`src/fk6_pkg.sv`:
```
`default_nettype none

package fk6_pkg;

	// Counts of joints and links.
	localparam int NJ = 6;
	localparam int NL = 5;

	// Field widths at the ports.
	localparam int AW  = 16;
	localparam int LW  = 20;
	localparam int RW  = 16;
	localparam int OPW = 24;

	// Internal widths: CORDIC datapath, Q24 trig, Q24 matrix, products, position.
	localparam int ZW  = 33;
	localparam int XW  = 33;
	localparam int CW  = 26;
	localparam int MW  = 27;
	localparam int TPW = CW + MW;
	localparam int LPW = MW + LW + 1;
	localparam int PW  = 52;

	// CORDIC schedule.
	localparam int ITERS           = 24;
	localparam int ITERS_PER_STAGE = 4;
	localparam int IT_STAGES       = ITERS / ITERS_PER_STAGE;

	localparam logic signed [ZW:0]   HALF_PI_Q30 = 34'sd1686629713;
	localparam logic signed [ZW:0]   PI_Q30      = 34'sd3373259426;
	localparam logic signed [XW-1:0] GAIN_Q30    = 33'sd652032874;

	localparam logic signed [ZW-1:0] ATAN_Q30 [ITERS] = '{
		33'sh03243F6A8, 33'sh01DAC6705, 33'sh00FADBAFC, 33'sh007F56EA6,
		33'sh003FEAB76, 33'sh001FFD55B, 33'sh000FFFAAA, 33'sh0007FFF55,
		33'sh0003FFFEA, 33'sh0001FFFFD, 33'sh0000FFFFF, 33'sh00007FFFF,
		33'sh00003FFFF, 33'sh00001FFFF, 33'sh00000FFFF, 33'sh000007FFF,
		33'sh000003FFF, 33'sh000001FFF, 33'sh000000FFF, 33'sh0000007FF,
		33'sh0000003FF, 33'sh0000001FF, 33'sh0000000FF, 33'sh00000007F
	};

	localparam logic signed [MW-1:0] ONE_Q24   = 27'sd16777216;
	localparam logic signed [TPW+1:0] HALF_Q24 = 55'sd8388608;

	localparam logic signed [RW-1:0]  ROT_LIMIT = 16'sd16384;
	localparam logic signed [OPW-1:0] POS_LIMIT = 24'sd5242880;

	// Columns that each joint rotation mixes, and the column each link follows.
	localparam int TURN_P [NJ]   = '{0, 2, 2, 1, 2, 1};
	localparam int TURN_Q [NJ]   = '{1, 0, 0, 2, 0, 2};
	localparam int LINK_COL [NL] = '{2, 2, 2, 0, 0};

	// Register indexes of the configuration port.
	typedef enum logic [2:0] {
		CFG_BASE_HEIGHT = 3'd0,
		CFG_UPPER_ARM   = 3'd1,
		CFG_ELBOW       = 3'd2,
		CFG_FOREARM     = 3'd3,
		CFG_WRIST       = 3'd4
	} cfg_reg_t;

	localparam logic [LW-1:0] LEN_RESET [NL] = '{
		20'd290000, 20'd270000, 20'd70000, 20'd302000, 20'd72000
	};

	typedef logic [NJ-1:0][AW-1:0]     angles_t;
	typedef logic [NJ-1:0][CW-1:0]     trig_t;
	typedef logic [2:0][2:0][MW-1:0]   mat_t;
	typedef logic [2:0][PW-1:0]        vec_t;
	typedef logic [NL-1:0][LW-1:0]     lens_t;

	typedef struct packed {
		trig_t c;
		trig_t s;
	} sincos_t;

	typedef struct packed {
		mat_t                     m;
		vec_t                     pos;
		logic [2:0][LPW-1:0]      lp;
		logic [2:0][3:0][TPW-1:0] tp;
		trig_t                    c;
		trig_t                    s;
	} chain_t;

endpackage

`default_nettype wire

```
`src/fk6_out.sv`:
```
`default_nettype none

module fk6_out (
	input  wire logic            clk,
	input  wire logic            arst_n,
	input  wire logic            in_valid,
	output logic                 in_ready,
	input  wire fk6_pkg::chain_t res,
	output logic                 out_valid,
	input  wire logic            out_ready,
	output logic [215:0]         out_data
);

	localparam int MW  = fk6_pkg::MW;
	localparam int PW  = fk6_pkg::PW;
	localparam int RW  = fk6_pkg::RW;
	localparam int OPW = fk6_pkg::OPW;

	logic         vld_s;
	logic [215:0] data_s;
	logic [215:0] data_d;
	logic         en;

	assign en        = !vld_s || out_ready;
	assign in_ready  = en;
	assign out_valid = vld_s;
	assign out_data  = data_s;

	// Round to the output scales and clamp.
	always_comb begin
		logic signed [MW:0]    rt;
		logic signed [MW-10:0] rq;
		logic signed [PW:0]    pt;
		logic signed [PW-24:0] pq;
		logic signed [RW-1:0]  rv;
		logic signed [OPW-1:0] pv;
		data_d = '0;
		for (int r = 0; r < 3; r++) begin
			for (int k = 0; k < 3; k++) begin
				rt = $signed(res.m[r][k]) + 28'sd512;
				rq = rt[MW:10];
				if (rq > fk6_pkg::ROT_LIMIT) begin
					rv = fk6_pkg::ROT_LIMIT;
				end else if (rq < -fk6_pkg::ROT_LIMIT) begin
					rv = -fk6_pkg::ROT_LIMIT;
				end else begin
					rv = rq[RW-1:0];
				end
				data_d[(r*3+k)*RW +: RW] = rv;
			end
		end
		for (int r = 0; r < 3; r++) begin
			pt = $signed(res.pos[r]) + 53'sd8388608;
			pq = pt[PW:24];
			if (pq > fk6_pkg::POS_LIMIT) begin
				pv = fk6_pkg::POS_LIMIT;
			end else if (pq < -fk6_pkg::POS_LIMIT) begin
				pv = -fk6_pkg::POS_LIMIT;
			end else begin
				pv = pq[OPW-1:0];
			end
			data_d[9*RW + r*OPW +: OPW] = pv;
		end
	end

	always_ff @(posedge clk or negedge arst_n) begin
		if (!arst_n) begin
			vld_s <= 1'b0;
		end else if (en) begin
			vld_s <= in_valid;
		end
	end

	always_ff @(posedge clk) begin
		if (en) begin
			data_s <= data_d;
		end
	end

endmodule

`default_nettype wire

```
`config.mk`:
```
export PLATFORM = sky130hd
export DESIGN_NAME = fk6_out
export DESIGN_NICKNAME = d
export VERILOG_FILES = /design/src/fk6_pkg.sv /design/src/fk6_out.sv
export SDC_FILE = /design/constraint.sdc
export NUM_CORES = 1
export LEC_CHECK = 0
export CAP_MARGIN = 20
export CORE_AREA = 2 2 673 675
export CTS_CLUSTER_SIZE = 25
export DETAILED_ROUTE_END_ITERATION = 10
export DIE_AREA = 0 0 675 677
export DONT_BUFFER_PORTS = 1
export PLACE_DENSITY = 0.3
export SETUP_SLACK_MARGIN = 0.3
export SLEW_MARGIN = 20
export SYNTH_ARGS = -nofsm -noshare
export SYNTH_HDL_FRONTEND = slang
export SYNTH_SLANG_ARGS = --single-unit
```
`constraint.sdc`:
```
create_clock -name clk -period 5.75 [get_ports clk]
set_input_delay 0.2875 -clock clk [delete_from_list [all_inputs] [get_ports clk]]
set_output_delay 0.2875 -clock clk [all_outputs]
set_load 0.01 [all_outputs]
```
==> flow_summary.yaml <==
cts:
  cts_tree: "yes"
  clkTransAtPathRegs_ns: 0.05
  cts_sinks: 217
  htreeDepth: 2
  clockBufferDepth: 3
  cts_made_buffers: 40
  clock_latency_ns: 0.68
  root_buffer: "clkbuf_16"
yosys:
  synth_nets: 3239
  async_flop_share: 0.00461
  yosys_warnings: 0
  seq_area_frac_synth: 0.420
  synth.ff_latch_count: 217
  synth.avg_cell_area_um2: 8.95
  synth_edf_count: 216
  syn-cell-area_mm2: 0.0155
  synth_ff_type: "edfxtp_1"
  synth_cell_types: 90
  synthCells: 1732
global_routing:
  grt_max_degree: 99
  grt_util_all_layers: 0.0421
  grt_pass1_wl_um: 131000
  grt_overflow: 0
  grt_pass1_vias: 14755
  grt_antenna_before_repair: 20
floorplanning:
  boundaryPins: 1713
  rows: 247
  die_area_mm2: 0.457
  die_y_um: 677
  core_mm2: 0.451
  die_w_um: 675
  floorplan.initialDensity: 0.0344
sta:
  maxSlewViolCount: 0
  finalSetupTns_ns: 0
  slew_headroom: 0.305
  max_freq_ghz: 0.259
  final-hold-violation-count: 0
  rsz0062_at_grt: "false"
  setup_viol: 0
  final.setup_skew_ns: 0.0516
  fin_crit_ns: 3.87
  worst_pin_slew_ns: 1.04
  post-route-period-util: 0.672
final_layout:
  drive_gt1_frac: 0.0640
  design_area_mm2: 0.0270
  nets: 3493
  fillers: 53067
  synthToLayoutAreaGrowth_pct: 74.3
critical_path:
  crit_fanout: 19
  worst-setup-path-type: "in2reg"
  cp-end-kind: "flip-flop"
  worst_ep_arrival_time_ns: 4.35
  startpoint_type: "input port"
  cp.required_ns: 6.24
placement:
  placedInstanceArea_mm2: 0.0227
  dp_hpwl_um: 74800
  gp_congestion: 0.759
  port-buffer-count: 0
route:
  avgViaCountPerCell: 1.82
  drt_iter0_drc: 768
  drt_wl_total_um: 98700
  wire_per_inst_um: 12.3
  ant_nets: 0
  drc: 0
  drt-pass1-iter-count: 6
  vias: 14563
pwr:
  peakVddDrop_uv: 197
  p_leak_uw: 0.00694
  pwr_density_cell_mw_per_mm2: 193
min_path:
  hold_class: "in2reg"
status:
  status: "finished clean"
run:
  drv_cap: 0
final timing paths:
check                                                    to  slack (ns)                   from  cells past startpoint
worst max-delay path            out_data[147]$_SDFFCE_PP0P_        1.88              res[1116]                     10
worst min-delay path            out_data[138]$_SDFFCE_PP0P_        0.06              res[1484]                      2
worst max register to register   out_data[41]$_SDFFCE_PP0P_        3.59  out_valid$_DFFE_PN0P_                      2
worst min register to register  out_data[184]$_SDFFCE_PP0P_        1.17  out_valid$_DFFE_PN0P_                      1
max in group asynchronous             out_valid$_DFFE_PN0P_        5.32                 arst_n                      2
min in group asynchronous             out_valid$_DFFE_PN0P_        0.33                 arst_n                      2
registers in the layout, indices dropped and copies added, names as in the netlist:
register,count
out_valid,1
out_data,216
metrics by stage:
step,setup WS [ns],std cells,power [µW],hold WS [ns],utilization
3_5_place_dp,1.81,7619,2600,-0.00805,0.0503
2_1_floorplan,2.19,1732,2410,-0.00809,-
3_3_place_gp,1.79,7619,2600,-0.00804,0.0503
6_report,1.88,8006,5220,0.0579,0.0600
4_1_cts,1.82,7991,5430,0.00361,0.0599
5_1_grt,1.45,7997,5510,0.0555,0.0599
layer usage:
layer | part of all wire | global-route usage | wire, µm | up-vias
li1 | - | - | - | 6934
met1 | 0.32 | 0.0372 | 31300 | 7148
met2 | 0.58 | 0.0855 | 56800 | 364
met3 | 0.055 | 0.0107 | 5470 | 115
met4 | 0.052 | 0.0223 | 5100 | 2
met5 | 0.000071 | 0 | 7 | -
logic make-up (layout without fill, tap and decap cells):
group / after synthesis / in the layout / share of synthesized area
AO/OA/AOI/OAI: 242 / 242 / 0.106
multiplexers: 20 / 20 / 0.0134
adder cells (fa/ha/maj): 12 / 12 / 0.00968
other: 0 / 15 / 0
XOR/XNOR: 201 / 201 / 0.114
buffers and inverters: 137 / 420 / 0.0377
AND/OR/NAND/NOR: 903 / 903 / 0.299
flip-flops: 217 / 217 / 0.420
layout make-up:
class | count | area, µm² | area share
repair buffers | 312 | 3120 | 0.115
clock buffers | 45 | 1020 | 0.0377
flip-flops and latches | 217 | 6510 | 0.241
well taps | 5976 | 7480 | 0.277
inverters | 37 | 139 | 0.00514
diodes | 15 | 37.5 | 0.00139
clock inverters | 26 | 273 | 0.0101
multi-input cells | 1378 | 8450 | 0.313
what timing repair did:
item                      in CTS  in global routing
hold buffers                 301                  0
resized for setup              0                  0
hold endpoints to repair     204                  0
buffers inserted               0                  0
cells in the mapped netlist (all sizes together) (5+ instances only):
master   count  share of area
and4        17         0.0096
nand3      126          0.042
nand4       70          0.031
o31ai       14         0.0068
xor2       104          0.059
or2          8         0.0032
a31oi       30          0.012
nor2b       14         0.0058
nor3        56          0.018
or3         19         0.0080
mux2         6         0.0044
nand2      152          0.037
a2111oi      7         0.0040
nor4        47          0.023
and2        26          0.010
or4         13         0.0068
ha          12         0.0097
a31o         5         0.0028
mux2i       14         0.0090
o21ai       52          0.017
o21a         7         0.0034
nor3b        6         0.0029
nand2b       7         0.0033
nor2       274          0.066
and3        48          0.019
o211ai       9         0.0044
o2111ai      5         0.0028
buf         30          0.011
a211oi      11         0.0053
clkbuf      70          0.017
inv         37         0.0090
a21oi       44          0.015
edfxtp     216           0.42
a22oi        6         0.0032
xnor2       97          0.055
nand4b       5         0.0028
layout by cell type, fill, tap and decap left out, drive strengths merged, types with 7 or more instances in the layout:
cell type and instances:
dlygate4sd3 301, nor2 274, edfxtp 216, nand2 152, nand3 126, xor2 104
xnor2 97, nand4 70, nor3 56, o21ai 52, and3 48, nor4 47
clkbuf 45, a21oi 44, inv 40, a31oi 30, and2 26, or3 19
and4 17, diode 15, clkinv 15, mux2i 14, o31ai 14, nor2b 14
or4 13, ha 12, a211oi 11, buf 11, o211ai 9, or2 8
o21a 7, a2111oi 7, nand2b 7
critical path, stage by stage:
cell	delay [ns]
dlygate4sd3_1	0.68
ha_1	0.31
nand3_1	0.26
nor2_1	0.86
nand3_1	0.14
a2111oi_0	0.54
nand4_1	0.21
a22oi_2	0.28
nand2_2	0.50
nor2_1	0.25
power by group:
group          leakage, µW  switching [µW]  total [µW]  internal, µW
Sequential         0.00228             189        2100          1910
Combinational      0.00404             354         667           313
Clock             0.000616            1030        2450          1420
Total              0.00694            1570        5220          3640
No activity file was read; power rests on OpenSTA's default activity.
